File: src/design/rgb_fade_with_breathing_macros.svh
// assertion macros for the rgb fader with breathing
`ifndef RGB_FADE_WITH_BREATHING_MACROS_SVH
`define RGB_FADE_WITH_BREATHING_MACROS_SVH

`ifndef NO_ASSERTIONS

// property that must hold at every clock edge out of reset
`define RFB_ASSERT(name, prop, msg) \
  name: assert property (@(posedge clk_i) disable iff (!rst_ni) (prop)) else $error(msg);

// consequent that must hold in the cycle after the antecedent
`define RFB_ASSERT_NEXT(name, ante, cons, msg) \
  name: assert property (@(posedge clk_i) disable iff (!rst_ni) (ante) |=> (cons)) else $error(msg);

`else

`define RFB_ASSERT(name, prop, msg)
`define RFB_ASSERT_NEXT(name, ante, cons, msg)

`endif

`endif

File: src/design/rfb_pkg.sv
// shared types, widths, register codes and sine table of the rgb fader
`default_nettype none

package rfb_pkg;

  localparam int FX_W       = 29;   // level and step, signed, 16 fraction bits
  localparam int FRAC_W     = 16;
  localparam int C_W        = FX_W - 1;  // clamped level, always non-negative
  localparam int TGT_W      = 10;
  localparam int DUTY_W     = 10;
  localparam int DEPTH_W    = 8;
  localparam int TICK_W     = 16;
  localparam int PHASE_W    = 10;
  localparam int SINE_W     = 9;
  localparam int LUT_IDX_W  = 6;
  localparam int DS_W       = 16;   // depth * sine, 16 fraction bits
  localparam int ACC_W      = C_W + DS_W;
  localparam int REM_W      = 16;   // divider remainder, holds up to the divisor
  localparam int CFG_IDX_W  = 8;
  localparam int CFG_DATA_W = 16;
  localparam int NUM_CH     = 3;
  localparam int CH_W       = 2;
  localparam int DIV_STEPS  = FX_W;  // one quotient bit per cycle
  localparam int MUL_STEPS  = DS_W;  // one multiplier bit per cycle
  localparam int CNT_W      = 5;

  localparam logic [CFG_IDX_W-1:0] REG_BREATH_DEPTH  = 8'd0;
  localparam logic [CFG_IDX_W-1:0] REG_TIMEOUT_TICKS = 8'd1;

  localparam logic [DEPTH_W-1:0] DEPTH_RST   = 8'd169;
  localparam logic [TICK_W-1:0]  TIMEOUT_RST = 16'd1100;
  localparam logic [DUTY_W-1:0]  DUTY_SAT    = '1;

  typedef logic signed [FX_W-1:0] fx_t;

  localparam fx_t FX_MAX = {1'b0, {(FX_W-1){1'b1}}};
  localparam fx_t FX_MIN = {1'b1, {(FX_W-1){1'b0}}};

  // quarter wave, round(256 * sin(k * pi / 64)) for k = 0..32
  function automatic logic [SINE_W-1:0] quarter_sine(input logic [LUT_IDX_W-1:0] idx);
    logic [SINE_W-1:0] s;
    case (idx)
      6'd0:  s = 9'd0;
      6'd1:  s = 9'd13;
      6'd2:  s = 9'd25;
      6'd3:  s = 9'd38;
      6'd4:  s = 9'd50;
      6'd5:  s = 9'd62;
      6'd6:  s = 9'd74;
      6'd7:  s = 9'd86;
      6'd8:  s = 9'd98;
      6'd9:  s = 9'd109;
      6'd10: s = 9'd121;
      6'd11: s = 9'd132;
      6'd12: s = 9'd142;
      6'd13: s = 9'd152;
      6'd14: s = 9'd162;
      6'd15: s = 9'd172;
      6'd16: s = 9'd181;
      6'd17: s = 9'd190;
      6'd18: s = 9'd198;
      6'd19: s = 9'd206;
      6'd20: s = 9'd213;
      6'd21: s = 9'd220;
      6'd22: s = 9'd226;
      6'd23: s = 9'd231;
      6'd24: s = 9'd237;
      6'd25: s = 9'd241;
      6'd26: s = 9'd245;
      6'd27: s = 9'd248;
      6'd28: s = 9'd251;
      6'd29: s = 9'd253;
      6'd30: s = 9'd255;
      6'd31: s = 9'd256;
      6'd32: s = 9'd256;
      default: s = 9'd0;
    endcase
    return s;
  endfunction

endpackage

`default_nettype wire

File: src/design/rgb_fade_with_breathing.sv
// top level of the three-channel led fader with breathing modulation
//
// usage
// - input channel (in_valid_i / in_stall_o): req_type_i = 1 loads three new
//   targets and sets per-tick steps, req_type_i = 0 is one time tick
// - output channel (out_valid_o / out_stall_i): one item per input item with
//   three duties and the wants_targets flag
// - config channel (cfg_valid_i / cfg_ready_o): index 0 breath depth, index 1
//   timeout in ticks; always ready, write only while the block is idle
// - one item at a time: the breathing index comes from a bit-serial divider,
//   then each channel runs a bit-serial multiply and, on a load, the same
//   divider for its step
// - reset restores the register defaults and clears levels, steps, tick
//   count and phase; no clearing pass is needed
// - a stalled result holds in the output register; the next item may be
//   accepted meanwhile and waits at its last step until the register frees
`default_nettype none

`include "rgb_fade_with_breathing_macros.svh"

module rgb_fade_with_breathing import rfb_pkg::*; #(
  parameter int RAMP_TICKS    = 1000,
  parameter int BREATH_PERIOD = 100,
  parameter int DUTY_MAX      = 1023
) (
  input  wire                   clk_i,
  input  wire                   rst_ni,
  // input items
  input  wire                   in_valid_i,
  output logic                  in_stall_o,
  input  wire                   req_type_i,
  input  wire  [TGT_W-1:0]      target_red_i,
  input  wire  [TGT_W-1:0]      target_green_i,
  input  wire  [TGT_W-1:0]      target_blue_i,
  // result items
  output logic                  out_valid_o,
  input  wire                   out_stall_i,
  output logic [DUTY_W-1:0]     duty_red_o,
  output logic [DUTY_W-1:0]     duty_green_o,
  output logic [DUTY_W-1:0]     duty_blue_o,
  output logic                  wants_targets_o,
  // configuration writes
  input  wire                   cfg_valid_i,
  output logic                  cfg_ready_o,
  input  wire  [CFG_IDX_W-1:0]  cfg_index_i,
  input  wire  [CFG_DATA_W-1:0] cfg_data_i
);

  // sequencer states
  localparam logic [2:0] ST_IDLE = 3'd0;  // wait for an item
  localparam logic [2:0] ST_SINE = 3'd1;  // phase * 64 / period on the divider
  localparam logic [2:0] ST_DS   = 3'd2;  // sine lookup, times depth
  localparam logic [2:0] ST_PREP = 3'd3;  // per channel: level update, clamp
  localparam logic [2:0] ST_MUL  = 3'd4;  // clamp * depth * sine, bit-serial
  localparam logic [2:0] ST_DIV  = 3'd5;  // load only: step = diff / ramp
  localparam logic [2:0] ST_FIN  = 3'd6;  // per channel: duty and step
  localparam logic [2:0] ST_OUT  = 3'd7;  // hand over result, tick bookkeeping

  localparam logic [REM_W-1:0]   RAMP_D   = REM_W'(RAMP_TICKS);
  localparam logic [REM_W-1:0]   BREATH_D = REM_W'(BREATH_PERIOD);
  localparam logic [PHASE_W-1:0] BREATH_P = PHASE_W'(BREATH_PERIOD);
  localparam logic [32:0]        DUTY_LIM = 33'(DUTY_MAX) << FRAC_W;

  // control and architectural state
  logic [2:0]          state_q, state_d;
  logic [CH_W-1:0]     ch_q;
  logic [CNT_W-1:0]    cnt_q, cnt_d;
  fx_t                 level_q [NUM_CH];
  fx_t                 step_q  [NUM_CH];
  logic [TGT_W-1:0]    first_target_q;
  logic [TICK_W-1:0]   ticks_q;
  logic [PHASE_W-1:0]  phase_q;
  logic [DEPTH_W-1:0]  depth_q;
  logic [TICK_W-1:0]   timeout_q;
  logic                out_valid_q;

  // per-item working registers
  logic                is_load_q;
  logic [TGT_W-1:0]    tgt_q   [NUM_CH];
  logic [DS_W-1:0]     ds_q;
  logic [DS_W-1:0]     dssh_q;
  logic [C_W-1:0]      c_q;
  logic [ACC_W-1:0]    acc_q;
  logic [FX_W-1:0]     dvd_q;
  logic [REM_W-1:0]    rem_q;
  logic                neg_q;
  logic [DUTY_W-1:0]   duty_q  [NUM_CH];

  // output register
  logic [DUTY_W-1:0]   duty_red_q, duty_green_q, duty_blue_q;
  logic                wants_q;

  logic in_accept;
  logic out_free;

  assign in_stall_o  = (state_q != ST_IDLE);
  assign in_accept   = in_valid_i && (state_q == ST_IDLE);
  assign out_free    = !out_valid_q || !out_stall_i;
  assign cfg_ready_o = 1'b1;

  // shared restoring divider, one quotient bit per cycle; the quotient
  // shifts into the dividend register from the right
  logic [REM_W-1:0] divisor;
  logic [REM_W:0]   rem_sh;
  logic             q_bit;
  logic [REM_W-1:0] rem_nx;

  assign divisor = (state_q == ST_SINE) ? BREATH_D : RAMP_D;
  assign rem_sh  = {rem_q, dvd_q[FX_W-1]};
  assign q_bit   = (rem_sh >= {1'b0, divisor});
  assign rem_nx  = q_bit ? REM_W'(rem_sh - {1'b0, divisor}) : rem_sh[REM_W-1:0];

  // table index from the quotient, mirrored for the falling half
  logic                 j_big;
  logic [6:0]           j_clamp;
  logic [6:0]           j_fold;
  logic [SINE_W-1:0]    sine_val;
  logic [DS_W-1:0]      ds_nx;

  assign j_big    = (dvd_q[FX_W-1:7] != '0) || (dvd_q[6:0] > 7'd64);
  assign j_clamp  = j_big ? 7'd64 : dvd_q[6:0];
  assign j_fold   = (j_clamp > 7'd32) ? (7'd64 - j_clamp) : j_clamp;
  assign sine_val = quarter_sine(j_fold[LUT_IDX_W-1:0]);
  assign ds_nx    = {{(DS_W-DEPTH_W){1'b0}}, depth_q} * {{(DS_W-SINE_W){1'b0}}, sine_val};

  // per-channel level update, clamp and step dividend
  fx_t              lvl_cur, stp_cur, lvl_sum, lvl_use;
  logic [FX_W:0]    sum_w;
  logic [C_W-1:0]   c_nx;
  logic [FX_W:0]    diff;
  logic [FX_W:0]    diff_mag;

  assign lvl_cur = level_q[ch_q];
  assign stp_cur = step_q[ch_q];
  assign sum_w   = {lvl_cur[FX_W-1], lvl_cur} + {stp_cur[FX_W-1], stp_cur};
  // saturate when the sum leaves the signed 29-bit range
  assign lvl_sum = (sum_w[FX_W] != sum_w[FX_W-1]) ? (sum_w[FX_W] ? FX_MIN : FX_MAX)
                                                  : fx_t'(sum_w[FX_W-1:0]);
  assign lvl_use = is_load_q ? lvl_cur : lvl_sum;
  assign c_nx    = lvl_use[FX_W-1] ? '0 :
                   (({5'b0, lvl_use[C_W-1:0]} > DUTY_LIM) ? DUTY_LIM[C_W-1:0]
                                                          : lvl_use[C_W-1:0]);
  assign diff     = {{(FX_W+1-TGT_W-FRAC_W){1'b0}}, tgt_q[ch_q], {FRAC_W{1'b0}}}
                    - {lvl_cur[FX_W-1], lvl_cur};
  assign diff_mag = diff[FX_W] ? (~diff + 1'b1) : diff;

  // serial multiply, msb of depth * sine first
  logic [ACC_W-1:0] acc_nx;
  assign acc_nx = {acc_q[ACC_W-2:0], 1'b0}
                + (dssh_q[DS_W-1] ? {{DS_W{1'b0}}, c_q} : '0);

  // duty and step at the end of a channel
  logic [C_W-1:0]          cut;
  logic [C_W-1:0]          rest;
  logic [C_W-FRAC_W-1:0]   duty_wide;
  logic [DUTY_W-1:0]       duty_nx;
  fx_t                     step_nx;

  assign cut       = acc_q[ACC_W-1:FRAC_W];
  assign rest      = c_q - cut;
  assign duty_wide = rest[C_W-1:FRAC_W];
  assign duty_nx   = (duty_wide > (C_W-FRAC_W)'(DUTY_SAT)) ? DUTY_SAT
                                                          : duty_wide[DUTY_W-1:0];
  // truncation toward zero on the magnitude, then sign and saturate
  assign step_nx   = neg_q ? (dvd_q[FX_W-1] ? FX_MIN : fx_t'(~dvd_q + 1'b1))
                           : (dvd_q[FX_W-1] ? FX_MAX : fx_t'(dvd_q));

  // tick bookkeeping and request flag
  logic [TICK_W-1:0]       ticks_new;
  logic signed [FX_W:0]    lv0_w, tgt0_w;
  logic                    arrived;
  logic                    flag_nx;
  logic [PHASE_W-1:0]      phase_inc, phase_nx;

  assign ticks_new = (ticks_q == '1) ? ticks_q : ticks_q + 1'b1;
  assign lv0_w     = {level_q[0][FX_W-1], level_q[0]};
  assign tgt0_w    = {{(FX_W+1-TGT_W-FRAC_W){1'b0}}, first_target_q, {FRAC_W{1'b0}}};
  assign arrived   = (step_q[0] == '0)
                   || (!step_q[0][FX_W-1] && (lv0_w >= tgt0_w))
                   || ( step_q[0][FX_W-1] && (lv0_w <= tgt0_w));
  assign flag_nx   = arrived || (ticks_new > timeout_q);
  assign phase_inc = phase_q + 1'b1;
  assign phase_nx  = (phase_inc > BREATH_P) ? '0 : phase_inc;

  // sequencer
  always_comb begin
    state_d = state_q;
    case (state_q)
      ST_IDLE: begin
        if (in_accept) state_d = ST_SINE;
      end
      ST_SINE: begin
        if (cnt_q == CNT_W'(DIV_STEPS - 1)) state_d = ST_DS;
      end
      ST_DS:   state_d = ST_PREP;
      ST_PREP: state_d = ST_MUL;
      ST_MUL: begin
        if (cnt_q == CNT_W'(MUL_STEPS - 1)) state_d = is_load_q ? ST_DIV : ST_FIN;
      end
      ST_DIV: begin
        if (cnt_q == CNT_W'(DIV_STEPS - 1)) state_d = ST_FIN;
      end
      ST_FIN: begin
        state_d = (ch_q == CH_W'(NUM_CH - 1)) ? ST_OUT : ST_PREP;
      end
      ST_OUT: begin
        if (out_free) state_d = ST_IDLE;
      end
      default: state_d = ST_IDLE;
    endcase
  end

  // bit counter restarts on every state change
  assign cnt_d = (state_d != state_q) ? '0 : cnt_q + 1'b1;

  always_ff @(posedge clk_i or negedge rst_ni) begin
    if (!rst_ni) begin
      state_q        <= ST_IDLE;
      ch_q           <= '0;
      cnt_q          <= '0;
      for (int i = 0; i < NUM_CH; i++) begin
        level_q[i] <= '0;
        step_q[i]  <= '0;
      end
      first_target_q <= '0;
      ticks_q        <= '0;
      phase_q        <= '0;
      depth_q        <= DEPTH_RST;
      timeout_q      <= TIMEOUT_RST;
      out_valid_q    <= 1'b0;
    end else begin
      state_q <= state_d;
      cnt_q   <= cnt_d;

      if (cfg_valid_i) begin
        case (cfg_index_i)
          REG_BREATH_DEPTH:  depth_q   <= cfg_data_i[DEPTH_W-1:0];
          REG_TIMEOUT_TICKS: timeout_q <= cfg_data_i[TICK_W-1:0];
          default: ;
        endcase
      end

      if (in_accept) ch_q <= '0;
      if (state_q == ST_FIN && ch_q != CH_W'(NUM_CH - 1)) ch_q <= ch_q + 1'b1;

      // a tick moves the stored level, unclamped
      if (state_q == ST_PREP && !is_load_q) level_q[ch_q] <= lvl_sum;
      if (state_q == ST_FIN && is_load_q)   step_q[ch_q]  <= step_nx;

      if (state_q == ST_OUT && out_free) begin
        if (is_load_q) begin
          first_target_q <= tgt_q[0];
          ticks_q        <= '0;
        end else begin
          ticks_q <= ticks_new;
          phase_q <= phase_nx;
        end
      end

      if (state_q == ST_OUT && out_free) out_valid_q <= 1'b1;
      else if (!out_stall_i)             out_valid_q <= 1'b0;
    end
  end

  // working registers, no reset needed
  always_ff @(posedge clk_i) begin
    case (state_q)
      ST_IDLE: begin
        if (in_accept) begin
          is_load_q <= req_type_i;
          tgt_q[0]  <= target_red_i;
          tgt_q[1]  <= target_green_i;
          tgt_q[2]  <= target_blue_i;
          dvd_q     <= {{(FX_W-PHASE_W-6){1'b0}}, phase_q, 6'b0};
          rem_q     <= '0;
        end
      end
      ST_SINE, ST_DIV: begin
        dvd_q <= {dvd_q[FX_W-2:0], q_bit};
        rem_q <= rem_nx;
      end
      ST_DS: ds_q <= ds_nx;
      ST_PREP: begin
        c_q    <= c_nx;
        acc_q  <= '0;
        dssh_q <= ds_q;
        dvd_q  <= diff_mag[FX_W-1:0];
        neg_q  <= diff[FX_W];
        rem_q  <= '0;
      end
      ST_MUL: begin
        acc_q  <= acc_nx;
        dssh_q <= {dssh_q[DS_W-2:0], 1'b0};
      end
      ST_FIN: duty_q[ch_q] <= duty_nx;
      ST_OUT: begin
        if (out_free) begin
          duty_red_q   <= duty_q[0];
          duty_green_q <= duty_q[1];
          duty_blue_q  <= duty_q[2];
          wants_q      <= is_load_q ? 1'b0 : flag_nx;
        end
      end
      default: ;
    endcase
  end

  assign out_valid_o     = out_valid_q;
  assign duty_red_o      = duty_red_q;
  assign duty_green_o    = duty_green_q;
  assign duty_blue_o     = duty_blue_q;
  assign wants_targets_o = wants_q;

  // checks
  `RFB_ASSERT(a_ch_range, ch_q < CH_W'(NUM_CH), "channel index out of range")
  `RFB_ASSERT(a_mul_cnt, (state_q != ST_MUL) || (cnt_q < CNT_W'(MUL_STEPS)), "mul overrun")
  `RFB_ASSERT_NEXT(a_load_flag, (state_q == ST_OUT) && out_free && is_load_q, out_valid_o && !wants_targets_o, "load result raised the flag")
  `RFB_ASSERT_NEXT(a_timeout_flag, (state_q == ST_OUT) && out_free && !is_load_q && (ticks_new > timeout_q), out_valid_o && wants_targets_o, "timeout did not raise the flag")

endmodule

`default_nettype wire
File: config.mk
export PLATFORM = sky130hd
export DESIGN_NAME = rgb_fade_with_breathing
export DESIGN_NICKNAME = d
export VERILOG_FILES = /design/src/design/rfb_pkg.sv /design/src/design/rgb_fade_with_breathing.sv
export VERILOG_INCLUDE_DIRS = /design/src /design/src/design
export SDC_FILE = /design/constraint.sdc
export NUM_CORES = 1
export LEC_CHECK = 0
export BUFFER_PORTS_ARGS = -buffer_cell sky130_fd_sc_hd__buf_2
export CORE_AREA = 5 5 225 281
export DETAILED_ROUTE_END_ITERATION = 6
export DIE_AREA = 0 0 230 286
export HOLD_SLACK_MARGIN = 0.1
export PLACE_DENSITY = 0.76
export SYNTH_ARGS = -nofsm -noshare
export SYNTH_HDL_FRONTEND = slang
export SYNTH_SLANG_ARGS = --single-unit
File: constraint.sdc
create_clock -name clk_i -period 8.1 [get_ports clk_i]
set_input_delay 1.215 -clock clk_i [delete_from_list [all_inputs] [get_ports clk_i]]
set_output_delay 1.215 -clock clk_i [all_outputs]
set_load 0.1 [all_outputs]
==> Yosys cells after proc, flatten, opt, wreduce, memory -nomap -nowiden <==
Memories as Yosys holds them, arrays and structs flattened. A register that Yosys moved wholly into a read port is not among the register bits.
Index checks and enable logic that the tools add are counted.
{ "word_totals": {"regBits": 387, "ram_bits": 60, "rom_bits": 576, "in_bits": 60, "output_inout_bits": 34, "memories": 3} }
{ "classes": {"addsub": 12, "n_mul": 1, "magnitude_cmp": 11, "eq_ne": 17, "muxes": 51, "n_bitwise": 4, "n_reduce_logical": 35} }
{ "memory_table": {"columns": ["memory", "depth", "width", "rd", "rd_ports_with_merged_regs", "write_ports", "line_no", "source"], "rows": [
  ["(name not given)", 64, 9, 1, 0, 0, "rfb_pkg.sv:42", "case (idx)"],
  ["duty_q", 3, 10, 3, 3, 1, "rgb_fade_with_breathing.sv:87", "logic [DUTY_W-1:0] duty_q [NUM_CH];"],
  ["tgt_q", 3, 10, 2, 1, 3, "rgb_fade_with_breathing.sv:79", "logic [TGT_W-1:0] tgt_q [NUM_CH];"]
]} }
{ "ops": {"columns": ["operator", "n"], "rows": [
  ["$mux 29", 12],
  ["$bwmux 87", 2],
  ["$bmux 29 s2", 2],
  ["$pmux 44 s2", 1],
  ["$pmux 29 s3", 1],
  ["$mux 16", 4],
  ["$add 29x1->29 const B", 2],
  ["$demux 29 s2", 1],
  ["$not 29->29", 2],
  ["$mux 28", 2],
  ["$pmux 16 s3", 1],
  ["$add 44x28->44", 1],
  ["$pmux 16 s2", 1],
  ["$add 29x29->30", 1],
  ["$mux 10", 3],
  ["$sub 27x29->30", 1],
  ["$ge 29x27->1", 1],
  ["$le 29x27->1", 1],
  ["$logic_not 29->1", 1],
  ["$gt 28x26->1 const B", 1],
  ["$sub 28x28->28", 1],
  ["$mux 26", 1],
  ["$pmux 3 s8", 1],
  ["$reduce_bool 22->1", 1],
  ["other kinds (44)", 86]
]} }

==> Longest topological paths before layout <==
Gate-level depths: netlist of the first run.
{ "logic_depth": {"ltp_word": 10, "ltp_mapped": 39} }

==> Worst setup path after synthesis of the first run <==
Ideal clock, no wire load.
{ "synth_path": {"kind": "reg-to-reg", "from": "reg dvd_q[9]", "to": "reg ds_q[15] (data pin)", "setup_ns": 0.260, "arrival_time_ns": 7.805, "required_ns": 7.840, "slack_ns": 0.035, "path_stages_with_launch": 32, "path_buffers": 1, "cell_sequence": "edfxtp_1 > or4_1 > nor4_2 > nand4_1 > a21oi_2 > and2_1 > inv_1 > ha_1 > nor2_1 > xor2_1 > inv_1 > clkbuf_1 > or3_1 > a21oi_1 > nand2_1 > fa_1 > fa_1 > inv_1 > fa_1 > inv_1 > fa_1 > inv_1 > ha_1 > and2_1 > o21ai_0 > nand2b_1 > a21oi_1 > o21bai_1 > a21o_1 > a21oi_1 > o21ai_0 > xnor2_1"} }
{ "synth_via": {"elab_chain_cells": 7, "word_cells_on_any_way": 8, "classes_between": "1 x add/sub; 1 x mul; 1 x order compare; 2 x mux; 2 x reduce/logical; 1 x memory"} }
{ "synth_lines": {"columns": ["element", "line_no", "source"], "rows": [
  ["start, declared", "rgb_fade_with_breathing.sv:84", "logic [FX_W-1:0] dvd_q;"],
  ["start signal, assigned", "rgb_fade_with_breathing.sv:274", "dvd_q <= {{(FX_W-PHASE_W-6){1'b0}}, phase_q, 6'b0};"],
  ["start signal, assigned", "rgb_fade_with_breathing.sv:279", "dvd_q <= {dvd_q[FX_W-2:0], q_bit};"],
  ["start signal, assigned", "rgb_fade_with_breathing.sv:287", "dvd_q <= diff_mag[FX_W-1:0];"],
  ["$reduce_bool 22->1 (*)", "rgb_fade_with_breathing.sv:120", "assign j_big = (dvd_q[FX_W-1:7] != '0) || (dvd_q[6:0] > 7'd64);"],
  ["$logic_or 1x1->1 (*)", "rgb_fade_with_breathing.sv:120", null],
  ["$mux 7 (*)", "rgb_fade_with_breathing.sv:121", "assign j_clamp = j_big ? 7'd64 : dvd_q[6:0];"],
  ["$sub 1x6->6 / $gt 7x6->1 (equally long branches)", "rgb_fade_with_breathing.sv:122", "assign j_fold = (j_clamp > 7'd32) ? (7'd64 - j_clamp) : j_clamp;"],
  ["$mux 6 (*)", "rgb_fade_with_breathing.sv:122", null],
  ["$mem_v2 64x9 (*)", null, null],
  ["$mul 8x9->16 (*)", "rgb_fade_with_breathing.sv:124", "assign ds_nx = {{(DS_W-DEPTH_W){1'b0}}, depth_q} * {{(DS_W-SINE_W){1'b0}}, sine_val};"],
  ["named net ds_nx[15]", "rgb_fade_with_breathing.sv:118", "logic [DS_W-1:0] ds_nx;"],
  ["end signal, assigned", "rgb_fade_with_breathing.sv:282", "ST_DS: ds_q <= ds_nx;"],
  ["end, declared", "rgb_fade_with_breathing.sv:80", "logic [DS_W-1:0] ds_q;"]
]} }
The timed path passes the listed nets; every way through them passes the cells marked *.
A chain may end at the register's enable or synchronous reset.

==> Final worst setup path of the first run <==
{ "layout_path": {"from": "reg dvd_q[8]", "to": "reg ds_q[14] (data pin)"} }
Same word-level chain as after synthesis.

==> reports/qor_table.md, run 1 <==
| Item | Value |
|---|---|
| Status | completed |
| Wire length of the first global-routing pass | 123000 µm |
| # IOs | 94 |
| DIE WIDTH | 230 µm |
| Area Growth Syn to Fin | 11.0% |
| Post-route antenna net violation count | 0 |
| Max Slew Vio Count | 0 |
| Worst hold stages | 0 |
| Cell with the most instances after synthesis | nand2_1 |
| Maximum number of pins on one net before global-route repair | 115 |
| Cell chosen for the clock root | clkbuf_16 |
| Total wire length after detailed routing | 76300 µm |
| Number of fill cells in the layout | 5240 |
| Worst-case clock skew | 0.0144 ns |
| GRT Util Overall | 22.7% |
| Element type at the critical path end | flip-flop |
| Total power density per cell area | 192 nW/µm² |
| Max stage delay on crit path | 0.57 ns |
| Max-cap violations | 0 |
| Total number of clock tree sinks | 487 |
| Initial core utilization | 51.3% |
| Cell depth of the worst flop-to-flop path | 37 |
| Synth top cells by count | nand2_1, o21ai_0, edfxtp_1 |
| Worst-path clk slew | 0.06 ns |
| TritonCTS buffer count | 49 |
| Routed wire length per instance | 18.6 µm |
| Most common cell on crit path | inv_1 |
| Setup WS post-layout | 0.372 ns |
| Highest-delay cell along the critical path | or4_4 |
| Terminus of the critical flop-to-flop path | ds_q[14] |
| Number of flops mapped to enable cells by yosys | 242 |
| Fraction of final layout cells sized beyond drive strength 1 | 13.4% |
| Static Leakage | 14.7 nW |
| First-pass iteration count of the detailed router | 6 |
| First DRT Iteration DRCs | 2176 |
| Proportion of synthesized chip area in sequential cells | 43.3% |
| Count of port buffers added during placement | 92 |
| Area share of the leading cell type in the synthesized netlist | 23.4% |
| Hold buffer count at CTS | 0 |
| Netlist area before placement | 31000 µm² |
| Launching element type of the critical path | flip-flop |
| Final #Nets | 3579 |
| CTS tree | built |
| Worst Hold Slack | 0.415 ns |
| Kind of critical path | reg -> reg |
| Core area | 60400 µm² |
| Row Count | 101 |
| Maximum root-to-sink buffer count | 3 |
| Final period utilization | 95.4% |
| Die height | 286 µm |
| Via count of the first global-routing pass | 23400 |
| Final cell utilization of the core | 57.0% |
| Launch point of the worst reg-to-reg path | dvd_q[8] |
| H-tree depth | 2 |
| Number of instances in the synthesized netlist | 3204 |
| Number of storage elements in the synthesis netlist | 487 |
| Critical Path RT | 8.44 ns |
| Share of flip-flops with an asynchronous set or reset after synthesis | 50.3% |
| Worst min path class | reg -> reg |
| Vias per inst | 5.90 |
| Achievable clock frequency | 129 MHz |
| Placed instance count | 4014 |
| Total count of hold-check failures in the final report | 0 |
| Antenna cell count | 0 |
| Clock period minus final worst setup slack | 7.73 ns |
| Primary FF master, synth | edfxtp_1 |
| Relative max-transition margin | 18.6% |
| Synthesized area per cell | 9.67 µm² |
| Overall overflow remaining after global route | 0 |
| Arrival time at the worst endpoint | 8.06 ns |
| Total vias in the final route | 24300 |
| Area contributors post-synth | edfxtp_1, dfrtp_1, ha_1 |
| Placer's final routability congestion estimate | 0.933 |
| Clock insertion delay at the later pin of the skew report | 0.59 ns |
| Max VDD drop | 0.148 mV |
| Start point of the critical path | dvd_q[8] |
| Setup-failing EPs final | 0 |
| Fin cells | 4109 |
| Worst slack after detailed placement | 0.0717 ns |
| DR DRC count | 0 |
| Critical Path End | ds_q[14] |
| Number of warnings printed during yosys synthesis | 0 |
| Overall die area | 65800 µm² |
| Synth cell types | 99 |
| Antenna violations before repair | 0 |
| Final HPWL DP | 55900 µm |
| Slew @ Worst Pin | 1.22 ns |
| Maximum fanout count along the critical path | 5 |
| Setup slack, reg-to-reg | 0.37 ns |
| Post-synth top area cell | edfxtp_1 |
[worst max-delay path, delay by kind of cell (launching register included)]
family,cells,cell delay (ns)
adder cells (fa/ha/maj),7,2.63
multiplexers,1,0.45
XOR/XNOR,1,0.15
flip-flops,1,0.38
buffers and inverters,10,0.87
AO/OA/AOI/OAI,9,1.27
AND/OR/NAND/NOR,9,1.69
[per-stage QoR]
stage	instance area (µm²)	TNS (ns)	power, mW
final	34400	0	6.61
after global routing	34400	-0.165	6.92
after CTS	34300	0	6.62
after detailed placement	32600	0	4.22
after global placement	32600	0	4.19
after floorplan	31000	0	3.85
[layout make-up]
cell class | instances | area, µm² | area share [%]
Clock inverter | 27 | 304 | 0.883
Timing Repair Buffer | 180 | 1140 | 3.32
Tap cell | 772 | 966 | 2.81
Clock buffer | 64 | 1400 | 4.06
Inverter | 191 | 717 | 2.08
Sequential cell | 487 | 13400 | 39.0
Multi-Input combinational cell | 2388 | 16500 | 47.9
[flip-flops by register name (all words and copies together) (netlist names), 28 cells and up]
name,cells
level_q,87
step_q,87
acc_q,44
tgt_q,30
duty_q,30
c_q,28
dvd_q,29
[per-layer routing]
| metal | track usage, % | wire [µm] |
|---|---|---|
| met5 | 0 | 0 |
| met3 | 2.99 | 4290 |
| met2 | 39.5 | 37500 |
| met1 | 29.3 | 31500 |
| met4 | 8.13 | 3030 |
[layout by cell type, fill, tap and decap left out, types with 58 or more instances in the layout]
cell type  synthesis  routed
nor2_1           213     210
and2_1            97      97
xnor2_1           95      95
mux2_2            93      93
dfrtp_1          237     235
edfxtp_1         242     242
o21ai_0          323     320
nand2_1          418     416
buf_4              4      85
inv_1            185     184
xor2_1            58      58
ha_1             178     174
buf_2              6      91
a21oi_1          162     155
mux2i_1           80      80
[worst min path at each step]
stage	start	end	slack, ns
final	duty_q[2][9]	duty_blue_o[9]	0.41
after floorplan	duty_q[2][0]	duty_blue_o[0]	0.40
after CTS	duty_q[2][9]	duty_blue_o[9]	0.42
after global routing	duty_q[2][9]	duty_blue_o[9]	0.42
after detailed placement	duty_q[2][9]	duty_blue_o[9]	0.40
after global placement	duty_q[0][0]	duty_red_o[0]	0.40
[cell families (layout without fill, tap and decap cells)]
| kind of cell | Yosys count | after routing | share of synthesized area (%) |
|---|---|---|---|
| AND/OR/NAND/NOR | 1031 | 1031 | 15.8 |
| AO/OA/AOI/OAI | 791 | 791 | 15.9 |
| flip-flops | 487 | 487 | 43.3 |
| buffers and inverters | 330 | 462 | 4.14 |
| adder cells (fa/ha/maj) | 235 | 235 | 10.4 |
| multiplexers | 174 | 174 | 6.04 |
| XOR/XNOR | 154 | 154 | 4.38 |
| other | 2 | 3 | 0.0242 |
[power breakdown]
| part | leakage (nW) | total, mW | internal (mW) | switching, mW |
|---|---|---|---|---|
| Combinational | 8.18 | 1.23 | 0.452 | 0.774 |
| Clock | 0.830 | 2.40 | 1.39 | 1.01 |
| Sequential | 5.71 | 2.99 | 2.83 | 0.159 |
[timing repair]
action	CTS	global route
gates resized for setup	0	29
endpoints found under the setup margin	0	5
buffers inserted	0	4
No activity file was read; power rests on OpenSTA's default activity.
==> run 2: changes to the inputs <==
PLACE_DENSITY = 0.73   (was 0.76)
clock period = 8.8 ns   (was 8.1 ns; I/O delays follow)
==> run 2 against run 1 <==
  * Hold slack worse by 0.00061 ns
  * Sequential power shrank 7.4%
  * Non-clock buffer count decreased by 32
  * Largest cell class unchanged
  * Final cell count down 0.71%
  * Clock power decreased by 5%
  * Register-to-register slack better by 0.21 ns
  * Clock skew grew 0.0029 ns
  * Clock-buffer cell count grew 7
  * Critical endpoint is now ds_q[15]
  * Worst setup slack improved by 0.21 ns
  * First-iteration DRC count decreased by 5.3%
==> reports/qor_table.md, run 2 (synthesis gave the netlist of run 1 again) <==
| Item | Value | Change |
|---|---|---|
| Maximum fanout count along the critical path | 6 | +1 |
| Status | completed |  |
| Vias per inst | 5.85 | -0.95% |
| Max Slew Vio Count | 0 | unchanged |
| Setup-failing EPs final | 0 | unchanged |
| Final HPWL DP | 54900 µm | -1.8% |
| Footprint of the multi-input gates | 16400 µm² | -0.60% |
| CTS tree | built |  |
| Final period utilization | 93.3% | -2.1 points |
| Commonest non-fill, non-tap cell in the layout | nand2_1 |  |
| Total count of hold-check failures in the final report | 0 | unchanged |
| Initial core utilization | 51.3% | unchanged |
| Most common cell on crit path | inv_1 |  |
| Wire length of the first global-routing pass | 123000 µm | about the same |
| First DRT Iteration DRCs | 2060 | -5.3% |
| Total area of sequential cells | 13400 µm² | unchanged |
| Final #Nets | 3549 | -0.84% |
| Static Leakage | 14.6 nW | -0.98% |
| GRT Util Overall | 22.6% | -0.080 points |
| Max stage delay on crit path | 0.62 ns | +0.05 ns |
| Total wire length after detailed routing | 75300 µm | -1.3% |
| Final standard cell area without fillers | 34100 µm² | -0.85% |
| Post-DP Area | 32300 µm² | -0.69% |
| Worst-path clk slew | 0.06 ns | about the same |
| Kind of critical path | reg -> reg |  |
| # IOs | 94 | unchanged |
| Hold buffer count at CTS | 0 | unchanged |
| Overall overflow remaining after global route | 0 | unchanged |
| Antenna cell count | 0 | unchanged |
| Arrival time at the worst endpoint | 8.55 ns | +0.49 ns |
| Element type at the critical path end | flip-flop |  |
| Number of fill cells in the layout | 5345 | +2.0% |
| Setup repair after global routing missed its margin | false |  |
| Maximum root-to-sink buffer count | 3 | unchanged |
| Slew @ Worst Pin | 1.30 ns | +0.0793 ns |
| Routed wire length per instance | 18.5 µm | -0.55% |
| Clock period minus final worst setup slack | 8.21 ns | +0.485 ns |
| Die height | 286 µm | unchanged |
| Via count of the first global-routing pass | 23300 | -0.40% |
| Max VDD drop | 0.156 mV | +5.5% |
| Core area | 60400 µm² | unchanged |
| Worst min path class | reg -> reg |  |
| DR DRC count | 0 | unchanged |
| Cell chosen for the clock root | clkbuf_16 |  |
| Relative max-transition margin | 13.4% | -5.2 points |
| Total number of clock tree sinks | 487 | unchanged |
| Overall die area | 65800 µm² | unchanged |
| Leading cell types in the layout, fill and taps excluded | nand2_1, o21ai_0, edfxtp_1, dfrtp_1, nor2_1 |  |
| Count of port buffers added during placement | 92 | unchanged |
| Fin cells | 4080 | -0.71% |
| Maximum number of pins on one net before global-route repair | 101 | -12% |
| Clock insertion delay at the later pin of the skew report | 0.60 ns | about the same |
| Placed instance count | 3984 | -0.75% |
| TritonCTS buffer count | 51 | +4.1% |
| Total vias in the final route | 23900 | -1.6% |
| Highest-delay cell along the critical path | or4_1 |  |
| Critical Path RT | 9.14 ns | +0.70 ns |
| Fraction of final layout cells sized beyond drive strength 1 | 12.1% | -1.4 points |
| Row Count | 101 | unchanged |
| Launching element type of the critical path | flip-flop |  |
| Achievable clock frequency | 122 MHz | -5.9% |
| H-tree depth | 2 | unchanged |
| DIE WIDTH | 230 µm | unchanged |
| Post-route antenna net violation count | 0 | unchanged |
| Worst-case clock skew | 0.0173 ns | +0.00292 ns |
| Area Growth Syn to Fin | 10.1% |  |
| Sum of negative setup slack | 0 ns | unchanged |
| Placer's final routability congestion estimate | 0.935 | +0.30% |
| Top Registers | level_q: 87 flops, step_q: 87 flops, acc_q: 44 flops |  |
| Total power density per cell area | 179 nW/µm² | -7.0% |
| First-pass iteration count of the detailed router | 6 | unchanged |
| Max-cap violations | 0 | unchanged |
| Antenna violations before repair | 0 | unchanged |
## run 2: critical path: cells and delay by family, from the launching register on
kind,cells,cell delay [ns]
AND/OR/NAND/NOR,11,1.98
flip-flops,1,0.45
XOR/XNOR,1,0.14
adder cells (fa/ha/maj),7,2.75
multiplexers,1,0.44
AO/OA/AOI/OAI,11,1.57
buffers and inverters,6,0.62
## run 2: final timing paths
kind                               from  cells after the start  slack [ns]           endpoint
max                            dvd_q[9]                     37        0.59           ds_q[15]
min                        duty_q[2][8]                      0        0.41     duty_blue_o[8]
max reg2reg                    dvd_q[9]                     37        0.59           ds_q[15]
min reg2reg                duty_q[2][8]                      0        0.41     duty_blue_o[8]
max in group asynchronous        rst_ni                      2        6.54  first_target_q[7]
min in group asynchronous        rst_ni                      1        0.75         depth_q[4]
## run 2: power by group
part	leakage [nW]	switching [mW]	internal (mW)
Combinational	8.01	0.683	0.375
Sequential	5.71	0.158	2.61
Clock	0.853	0.918	1.36
Total	14.6	1.76	4.34
## run 2: routing by layer
| layer | vias up | part of all wire [%] | wire length [µm] | global-route usage [%] |
|---|---|---|---|---|
| met1 | 11600 | 42 | 31900 | 29.2 |
| met5 | - | 0 | 0 | 0 |
| met3 | 160 | 4.5 | 3410 | 2.67 |
| li1 | 11600 | - | - | - |
| met4 | 0 | 3.9 | 2900 | 7.77 |
| met2 | 599 | 49 | 37100 | 39.7 |
## run 2: layout make-up
cell class	instances	share of cell area (%)
sequential	487	39.3
tap	772	2.83
timing repair buffer	148	2.61
multi-input combinational	2388	48.0
clock inverter	23	0.920
clock buffer	71	4.23
inverter	191	2.10
## run 2: what timing repair did
item,in CTS,in global routing
buffers inserted,0,2
setup endpoints to repair,0,4
gates resized for setup,0,4
## run 2: stage by stage
step	total power, mW	hold slack [ns]	util [%]	setup WS [ns]
2_1_floorplan	3.54	0.400	-	0.735
3_3_place_gp	3.84	0.401	53.5	0.390
3_5_place_dp	3.86	0.405	53.5	0.276
4_1_cts	6.14	0.415	56.4	0.252
5_1_grt	6.39	0.420	56.5	0.0620
6_report	6.10	0.414	56.5	0.587
